<file path="src/sfcd_pkg.sv">
`default_nettype none
package sfcd_pkg;

  localparam int OpWidth = 2;

  localparam logic [OpWidth-1:0] OP_BYTE      = 2'd0;
  localparam logic [OpWidth-1:0] OP_FULL_READ = 2'd1;
  localparam logic [OpWidth-1:0] OP_RECAL     = 2'd2;

  // Byte positions inside the nine-byte frame.
  localparam logic [3:0] POS_TEMP_HI  = 4'd3;
  localparam logic [3:0] POS_TEMP_LO  = 4'd4;
  localparam logic [3:0] POS_TEMP_CRC = 4'd5;
  localparam logic [3:0] POS_HUM_HI   = 4'd6;
  localparam logic [3:0] POS_HUM_LO   = 4'd7;
  localparam logic [3:0] POS_HUM_CRC  = 4'd8;
  localparam logic [3:0] FRAME_LEN    = 4'd9;

  localparam logic [7:0] CRC_INIT = 8'hFF;
  localparam logic [7:0] CRC_POLY = 8'h31;

  localparam logic [14:0] TEMP_SPAN   = 15'd17500;
  localparam logic [13:0] HUM_SPAN    = 14'd10000;
  localparam logic [16:0] RAW_FULL    = 17'd65535;
  localparam logic signed [15:0] TEMP_OFFSET = -16'sd4500;

  typedef struct packed {
    logic        fire;
    logic        crc_error;
    logic [15:0] temp_raw;
    logic [15:0] hum_raw;
    logic [15:0] held_co2;
  } sfcd_status_t;

  function automatic logic [7:0] crc_feed(input logic [7:0] crc, input logic [7:0] b);
    logic [7:0] c;
    c = crc ^ b;
    for (int k = 0; k < 8; k++) begin
      if (c[7]) begin
        c = {c[6:0], 1'b0} ^ CRC_POLY;
      end else begin
        c = {c[6:0], 1'b0};
      end
    end
    return c;
  endfunction

endpackage
`default_nettype wire

</file>
<file path="src/sfcd_frame.sv">
`default_nettype none
module sfcd_frame (
  input  wire logic                     clk,
  input  wire logic                     rst,
  input  wire logic                     valid,
  input  wire logic                     go,
  input  wire logic [1:0]               op,
  input  wire logic [7:0]               data_byte,
  input  wire logic                     frame_start,
  input  wire logic [15:0]              co2_value,
  output sfcd_pkg::sfcd_status_t        status
);
  import sfcd_pkg::*;

  logic [3:0]  byte_count, byte_count_next;
  logic [7:0]  running_crc, running_crc_next;
  logic [15:0] temp_raw, temp_raw_next;
  logic [15:0] hum_raw, hum_raw_next;
  logic        crc_bad, crc_bad_next;
  logic [15:0] held_co2, held_co2_next;

  logic [3:0]  pos;
  logic [7:0]  crc_eff;
  logic        bad_eff;
  logic [7:0]  crc_new;
  logic        is_byte;

  // A frame start restarts the frame before this byte is looked at.
  assign pos     = frame_start ? 4'd0 : byte_count;
  assign crc_eff = frame_start ? CRC_INIT : running_crc;
  assign bad_eff = frame_start ? 1'b0 : crc_bad;
  assign is_byte = (op == OP_BYTE);
  assign crc_new = crc_feed((pos == POS_TEMP_HI || pos == POS_HUM_HI) ? CRC_INIT : crc_eff,
                            data_byte);

  always_comb begin
    byte_count_next  = byte_count;
    running_crc_next = running_crc;
    temp_raw_next    = temp_raw;
    hum_raw_next     = hum_raw;
    crc_bad_next     = crc_bad;
    held_co2_next    = held_co2;
    if (go) begin
      case (op)
        OP_FULL_READ: held_co2_next = co2_value;
        OP_RECAL:     held_co2_next = 16'd0;
        OP_BYTE: begin
          byte_count_next  = pos;
          running_crc_next = crc_eff;
          crc_bad_next     = bad_eff;
          if (pos < FRAME_LEN) begin
            case (pos)
              POS_TEMP_HI: begin
                running_crc_next = crc_new;
                temp_raw_next    = {data_byte, 8'd0};
              end
              POS_TEMP_LO: begin
                running_crc_next = crc_new;
                temp_raw_next    = {temp_raw[15:8], data_byte};
              end
              POS_HUM_HI: begin
                running_crc_next = crc_new;
                hum_raw_next     = {data_byte, 8'd0};
              end
              POS_HUM_LO: begin
                running_crc_next = crc_new;
                hum_raw_next     = {hum_raw[15:8], data_byte};
              end
              POS_TEMP_CRC, POS_HUM_CRC: begin
                if (crc_eff != data_byte) begin
                  crc_bad_next = 1'b1;
                end
              end
              default: ;
            endcase
            byte_count_next = (pos == POS_HUM_CRC) ? FRAME_LEN : pos + 4'd1;
          end
        end
        default: ;
      endcase
    end
  end

  always_ff @(posedge clk) begin
    if (rst) begin
      byte_count  <= FRAME_LEN;
      running_crc <= CRC_INIT;
      temp_raw    <= 16'd0;
      hum_raw     <= 16'd0;
      crc_bad     <= 1'b0;
      held_co2    <= 16'd0;
    end else begin
      byte_count  <= byte_count_next;
      running_crc <= running_crc_next;
      temp_raw    <= temp_raw_next;
      hum_raw     <= hum_raw_next;
      crc_bad     <= crc_bad_next;
      held_co2    <= held_co2_next;
    end
  end

  // The last byte is the humidity CRC; both raw words are already stored.
  assign status.fire      = valid && is_byte && (pos == POS_HUM_CRC);
  assign status.crc_error = bad_eff || (crc_eff != data_byte);
  assign status.temp_raw  = temp_raw;
  assign status.hum_raw   = hum_raw;
  assign status.held_co2  = held_co2;

endmodule
`default_nettype wire

</file>
<file path="src/sfcd_scale.sv">
`default_nettype none
module sfcd_scale (
  input  wire logic [15:0]        temp_raw,
  input  wire logic [15:0]        hum_raw,
  output logic signed [14:0]      temp_centi,
  output logic [13:0]             hum_centi
);
  import sfcd_pkg::*;

  logic [30:0] t_prod;
  logic [29:0] h_prod;
  logic [16:0] t_sum;
  logic [16:0] h_sum;
  logic [14:0] t_quo;
  logic [13:0] h_quo;
  logic signed [15:0] t_wide;

  // With p = a*2^16 + b, p = a*65535 + (a + b), and a + b stays below
  // twice 65535, so one compare finishes the division.
  assign t_prod = {15'd0, temp_raw} * {16'd0, TEMP_SPAN};
  assign h_prod = {14'd0, hum_raw} * {16'd0, HUM_SPAN};
  assign t_sum  = {2'd0, t_prod[30:16]} + {1'b0, t_prod[15:0]};
  assign h_sum  = {3'd0, h_prod[29:16]} + {1'b0, h_prod[15:0]};
  assign t_quo  = t_prod[30:16] + ((t_sum >= RAW_FULL) ? 15'd1 : 15'd0);
  assign h_quo  = h_prod[29:16] + ((h_sum >= RAW_FULL) ? 14'd1 : 14'd0);
  assign t_wide = $signed({1'b0, t_quo}) + TEMP_OFFSET;

  assign temp_centi = t_wide[14:0];
  assign hum_centi  = h_quo;

endmodule
`default_nettype wire

</file>
<file path="src/sensor_frame_crc_decode_top.sv">
// Channel  Handshake                 Payload
// in       in_valid / in_ready       op, data_byte, frame_start, co2_value
// out      out_valid / out_ready     temp_centi, hum_centi, co2_ppm, crc_error
//
// An item waits in the input register; the ninth frame byte loads the result
// register from there once it is free, and out_valid rises with that load.
// One item is taken every cycle; the input register holds only while a finished
// result waits in the output register and the held item would make another.
// Synchronous reset closes any open frame and clears the held CO2 value.
`default_nettype none
module sensor_frame_crc_decode_top (
  input  wire logic               clk,
  input  wire logic               rst,
  input  wire logic               in_valid,
  output logic                    in_ready,
  input  wire logic [1:0]         op,
  input  wire logic [7:0]         data_byte,
  input  wire logic               frame_start,
  input  wire logic [15:0]        co2_value,
  output logic                    out_valid,
  input  wire logic               out_ready,
  output logic signed [14:0]      temp_centi,
  output logic [13:0]             hum_centi,
  output logic [15:0]             co2_ppm,
  output logic                    crc_error
);
  import sfcd_pkg::*;

  logic        s1_valid;
  logic [1:0]  s1_op;
  logic [7:0]  s1_byte;
  logic        s1_start;
  logic [15:0] s1_co2;

  sfcd_status_t     status;
  logic             s1_go;
  logic             out_load;
  logic signed [14:0] temp_scaled;
  logic [13:0]      hum_scaled;

  assign out_load = status.fire && (!out_valid || out_ready);
  assign s1_go    = s1_valid && (!status.fire || !out_valid || out_ready);
  assign in_ready = !s1_valid || s1_go;

  always_ff @(posedge clk) begin
    if (rst) begin
      s1_valid <= 1'b0;
    end else if (in_ready) begin
      s1_valid <= in_valid;
    end
  end

  always_ff @(posedge clk) begin
    if (in_ready && in_valid) begin
      s1_op    <= op;
      s1_byte  <= data_byte;
      s1_start <= frame_start;
      s1_co2   <= co2_value;
    end
  end

  sfcd_frame u_frame (
    .clk         (clk),
    .rst         (rst),
    .valid       (s1_valid),
    .go          (s1_go),
    .op          (s1_op),
    .data_byte   (s1_byte),
    .frame_start (s1_start),
    .co2_value   (s1_co2),
    .status      (status)
  );

  sfcd_scale u_scale (
    .temp_raw   (status.temp_raw),
    .hum_raw    (status.hum_raw),
    .temp_centi (temp_scaled),
    .hum_centi  (hum_scaled)
  );

  always_ff @(posedge clk) begin
    if (rst) begin
      out_valid <= 1'b0;
    end else if (out_load) begin
      out_valid <= 1'b1;
    end else if (out_ready) begin
      out_valid <= 1'b0;
    end
  end

  // A CRC failure reports the flag with all values zero.
  always_ff @(posedge clk) begin
    if (out_load) begin
      crc_error  <= status.crc_error;
      temp_centi <= status.crc_error ? 15'sd0 : temp_scaled;
      hum_centi  <= status.crc_error ? 14'd0 : hum_scaled;
      co2_ppm    <= status.crc_error ? 16'd0 : status.held_co2;
    end
  end

endmodule
`default_nettype wire
</file>
<file path="config.mk">
export PLATFORM = sky130hd
export DESIGN_NAME = sensor_frame_crc_decode_top
export DESIGN_NICKNAME = d
export VERILOG_FILES = /design/src/sfcd_pkg.sv /design/src/sfcd_frame.sv /design/src/sfcd_scale.sv /design/src/sensor_frame_crc_decode_top.sv
export SDC_FILE = /design/constraint.sdc
export NUM_CORES = 1
export LEC_CHECK = 0
export BUFFER_PORTS_ARGS = -buffer_cell sky130_fd_sc_hd__buf_4
export CORE_MARGIN = 10
export CORE_UTILIZATION = 40
export DETAILED_ROUTE_END_ITERATION = 16
export MAX_ROUTING_LAYER = met4
export PLACE_DENSITY_LB_ADDON = 0.2
export SYNTH_ARGS = -nofsm -noshare
export SYNTH_HDL_FRONTEND = slang
export SYNTH_SLANG_ARGS = --single-unit
</file>
<file path="constraint.sdc">
create_clock -name clk -period 7.9 [get_ports clk]
set_input_delay 1.58 -clock clk [delete_from_list [all_inputs] [get_ports clk]]
set_output_delay 1.58 -clock clk [all_outputs]
set_load 0.05 [all_outputs]
</file>
==> reports/qor.csv <==
metric,value,unit
status,"complete, no violations",
via_per_inst,5.04,
critPathKind,flop to flop,
syn_area,13400,um^2
grt_max_degree,64,
postCtsHoldBufs,0,
p_leak,8.02,nW
layout.nets,1949,
cts_buffers,17,
wire_per_inst,16.3,um
layout_worst_path_cycle_share,97.3,%
cp-start-kind,flop,
root_buffer,clkbuf_16,
finalSetupViolCount,0,
worst-path-max-fanout,4,
skew,0.0143,ns
syn_inst,1446,
tightest_slew,1.19,ns
powerDensity,95.8,nW/um^2
vias,10600,
grt_pass1_wl,54.1,mm
swShare,25.4,%
drt_first_pass_iters,5,
max_cap_violations,0,
cts_tree,yes,
synth_edf_count,73,
critPathMaxStageDelay,0.52,ns
core.rowCount,67,
final_util,50.5,%
grt-ovfl-total,0,
track_usage,16.6,%
crit_path_frequent_cell,inv_1,
internal_power,1.20,mW
clkPwrFrac,47.6,%
fillers,3124,
cp_data_required_time,8.09,ns
arrival,7.88,ns
io_pins,79,
hpwl,26.8,mm
synthToLayoutAreaGrowth,25.3,%
netSwitchingPower,0.410,mW
met3_usage,1.49,%
synth_seq_area_share,25.7,%
cts_sinks,136,
drive_gt1_share,25.4,%
hold_viol_final,0,
wl,34.2,mm
die_w,203,um
diodes,0,
yosys_warnings,0,
port_buffers,78,
rsz0062_at_grt,yes,
ff_latch_area,3490,um^2
grt_antenna_before_repair,0,
ys_ff_latch,136,
grt_pass1_vias,10600,
drc,0,
core-area,33300,um^2
grt_use_met2,30.0,%
die-area,41300,um^2
top_usage_layer,met2,
hold_class,flop to flop,
setup_tns,0,ns
combinationalPowerShare,4.7,%
die_h,203,um
fin_area,16800,um^2
period_needed,7.69,ns
drtIter0Drc,375,
use_met1,19.0,%
h-tree-depth,4,
clk_pin_slew,0.07,ns
syn_nets,1761,
endpoint_kind,flop,
postPlaceCellArea,15200,um^2
syn_avg_cell_area,9.28,um^2
synth_cell_types,88,
worstSkewPairLatency,0.43,ns
final_max_slew_viol_count,0,
cts_buffer_depth,2,
ant_nets,0,
critical-path-slowest-cell,fa_1,
floorplan.initialDensity,40.3,%
fmax,130,MHz
p_seq_share,47.7,%
synth_ff_type,edfxtp_1,
slew_headroom,20.4,%
multiInputGateArea,9620,um^2
finalPower,1.61,mW
synthArstFlopShare,0,%
peakVddDrop,0.135,mV
place.gp.congestion,0.890,
-- synth_stat cells (3+ instances only) --
cell type	number	area share (%)
a211o_1	4	0.26
ha_1	202	19
nand2_1	44	1.2
o31ai_1	5	0.28
or3_1	7	0.33
o21a_1	15	0.84
and2_1	25	1.2
nand4_1	9	0.42
nor3b_1	18	1.0
nor4_1	9	0.42
o311a_1	3	0.22
a21oi_1	69	2.6
a21o_1	29	1.6
fa_1	82	12
nand3b_1	3	0.17
nor2_1	122	3.4
inv_1	256	7.2
o21ai_1	7	0.26
xnor2_1	63	4.1
o21bai_1	5	0.28
clkbuf_1	37	1.0
mux2i_1	21	1.6
dfxtp_1	63	9.4
edfxtp_1	73	16
and4_1	3	0.20
nand2b_1	17	0.79
a21boi_0	4	0.22
a211oi_1	9	0.50
a21o_2	4	0.26
a2111oi_0	5	0.33
a31oi_1	6	0.28
xor2_1	27	1.8
o311ai_0	3	0.20
o21ai_0	28	1.0
or2_2	4	0.19
a22oi_1	19	1.1
and3_1	14	0.65
buf_1	4	0.11
a311o_1	3	0.22
o211ai_1	7	0.39
nor2b_1	8	0.37
and2_2	3	0.17
nor3_1	23	0.86
o22ai_1	7	0.33
nand3_1	28	1.0
-- layer usage --
| layer | up-vias | share of wire [%] |
|---|---|---|
| met5 | - | 0 |
| met4 | 0 | 2.5 |
| met3 | 46 | 1.7 |
| met2 | 140 | 53 |
| met1 | 5069 | 43 |
| li1 | 5299 | - |
-- path summary, 6_finish.rpt --
check	startpoint	endpoint	slack, ns	depth (start not counted)
worst min-delay path	u_frame.held_co2[2]$_SDFFE_PP0P_	u_frame.held_co2[2]$_SDFFE_PP0P_	0.48	2
worst max-delay path	u_frame.temp_raw[10]$_SDFFE_PP0P_	temp_centi[11]$_SDFFCE_PP0P_	0.21	35
worst min register to register	u_frame.held_co2[2]$_SDFFE_PP0P_	u_frame.held_co2[2]$_SDFFE_PP0P_	0.48	2
worst max register to register	u_frame.temp_raw[10]$_SDFFE_PP0P_	temp_centi[11]$_SDFFCE_PP0P_	0.21	35
-- metrics by stage --
stage               setup WS [ns]  std cells  hold WS, ns
global route               -0.136       2095        0.519
global placement          -0.0295       2035        0.457
CTS                        0.0110       2072        0.482
floorplan                  0.0471       1446        0.448
finish                      0.212       2095        0.480
detailed placement         -0.146       2035        0.466
-- worst max-delay path: cells and delay by family, from the launching register on --
kind,cells,cell delay (ns)
buf+inv,6,0.52
simple gates,2,0.16
compound gates,18,3.45
flops,1,0.37
fa+ha+maj,8,2.77
xor+xnor,1,0.16
-- logic make-up after synthesis --
group | Yosys count | synth area share (%)
xor gates and xnor gates | 92 | 6.12
and+or+nand+nor | 350 | 13.4
adders and majority gates | 284 | 31.1
muxes | 22 | 1.65
buffers and inverters | 301 | 8.50
DFF | 136 | 25.7
AOI/OAI and AO/OA | 261 | 13.5
-- what timing repair did --
action / in CTS / in global routing
setup endpoints to repair: 8 / 24
buffers inserted: 5 / 23
pin swaps: 16 / 83
resized for setup: 22 / 153
-- power groups by stage --
stage               registers, mW  clock network [mW]  logic [mW]
floorplan                   0.780                   0      0.0509
global placement            0.785                   0      0.0751
detailed placement          0.785                   0      0.0758
CTS                         0.769               0.781      0.0763
global route                0.769               0.811      0.0827
finish                      0.768               0.767      0.0757
-- cell type report --
class / count / share of cell area, %
clock buffer: 17 / 2.53
inverter: 257 / 5.75
clock inverter: 15 / 0.796
multi-input combinational: 1009 / 57.3
tap: 448 / 3.33
sequential: 136 / 20.7
timing repair buffer: 213 / 9.58
-- cell usage in the layout (no fill, tap or decap), drive strengths merged, types with 33 or more instances in the layout --
master,n
nand2,44
dfxtp,63
o21ai,37
buf,213
edfxtp,73
nor2,123
inv,265
a21o,33
fa,82
a21oi,71
xnor2,64
ha,202
-- flip-flops by register name, indices dropped and copies added, names as in the netlist, 2 cells and up --
register / cells
u_frame.byte_count: 4
hum_centi: 14
s1_co2: 16
co2_ppm: 16
u_frame.hum_raw: 16
s1_byte: 8
s1_op: 2
u_frame.temp_raw: 16
temp_centi: 15
u_frame.running_crc: 8
u_frame.held_co2: 16
(Power assumes the default switching activity.)
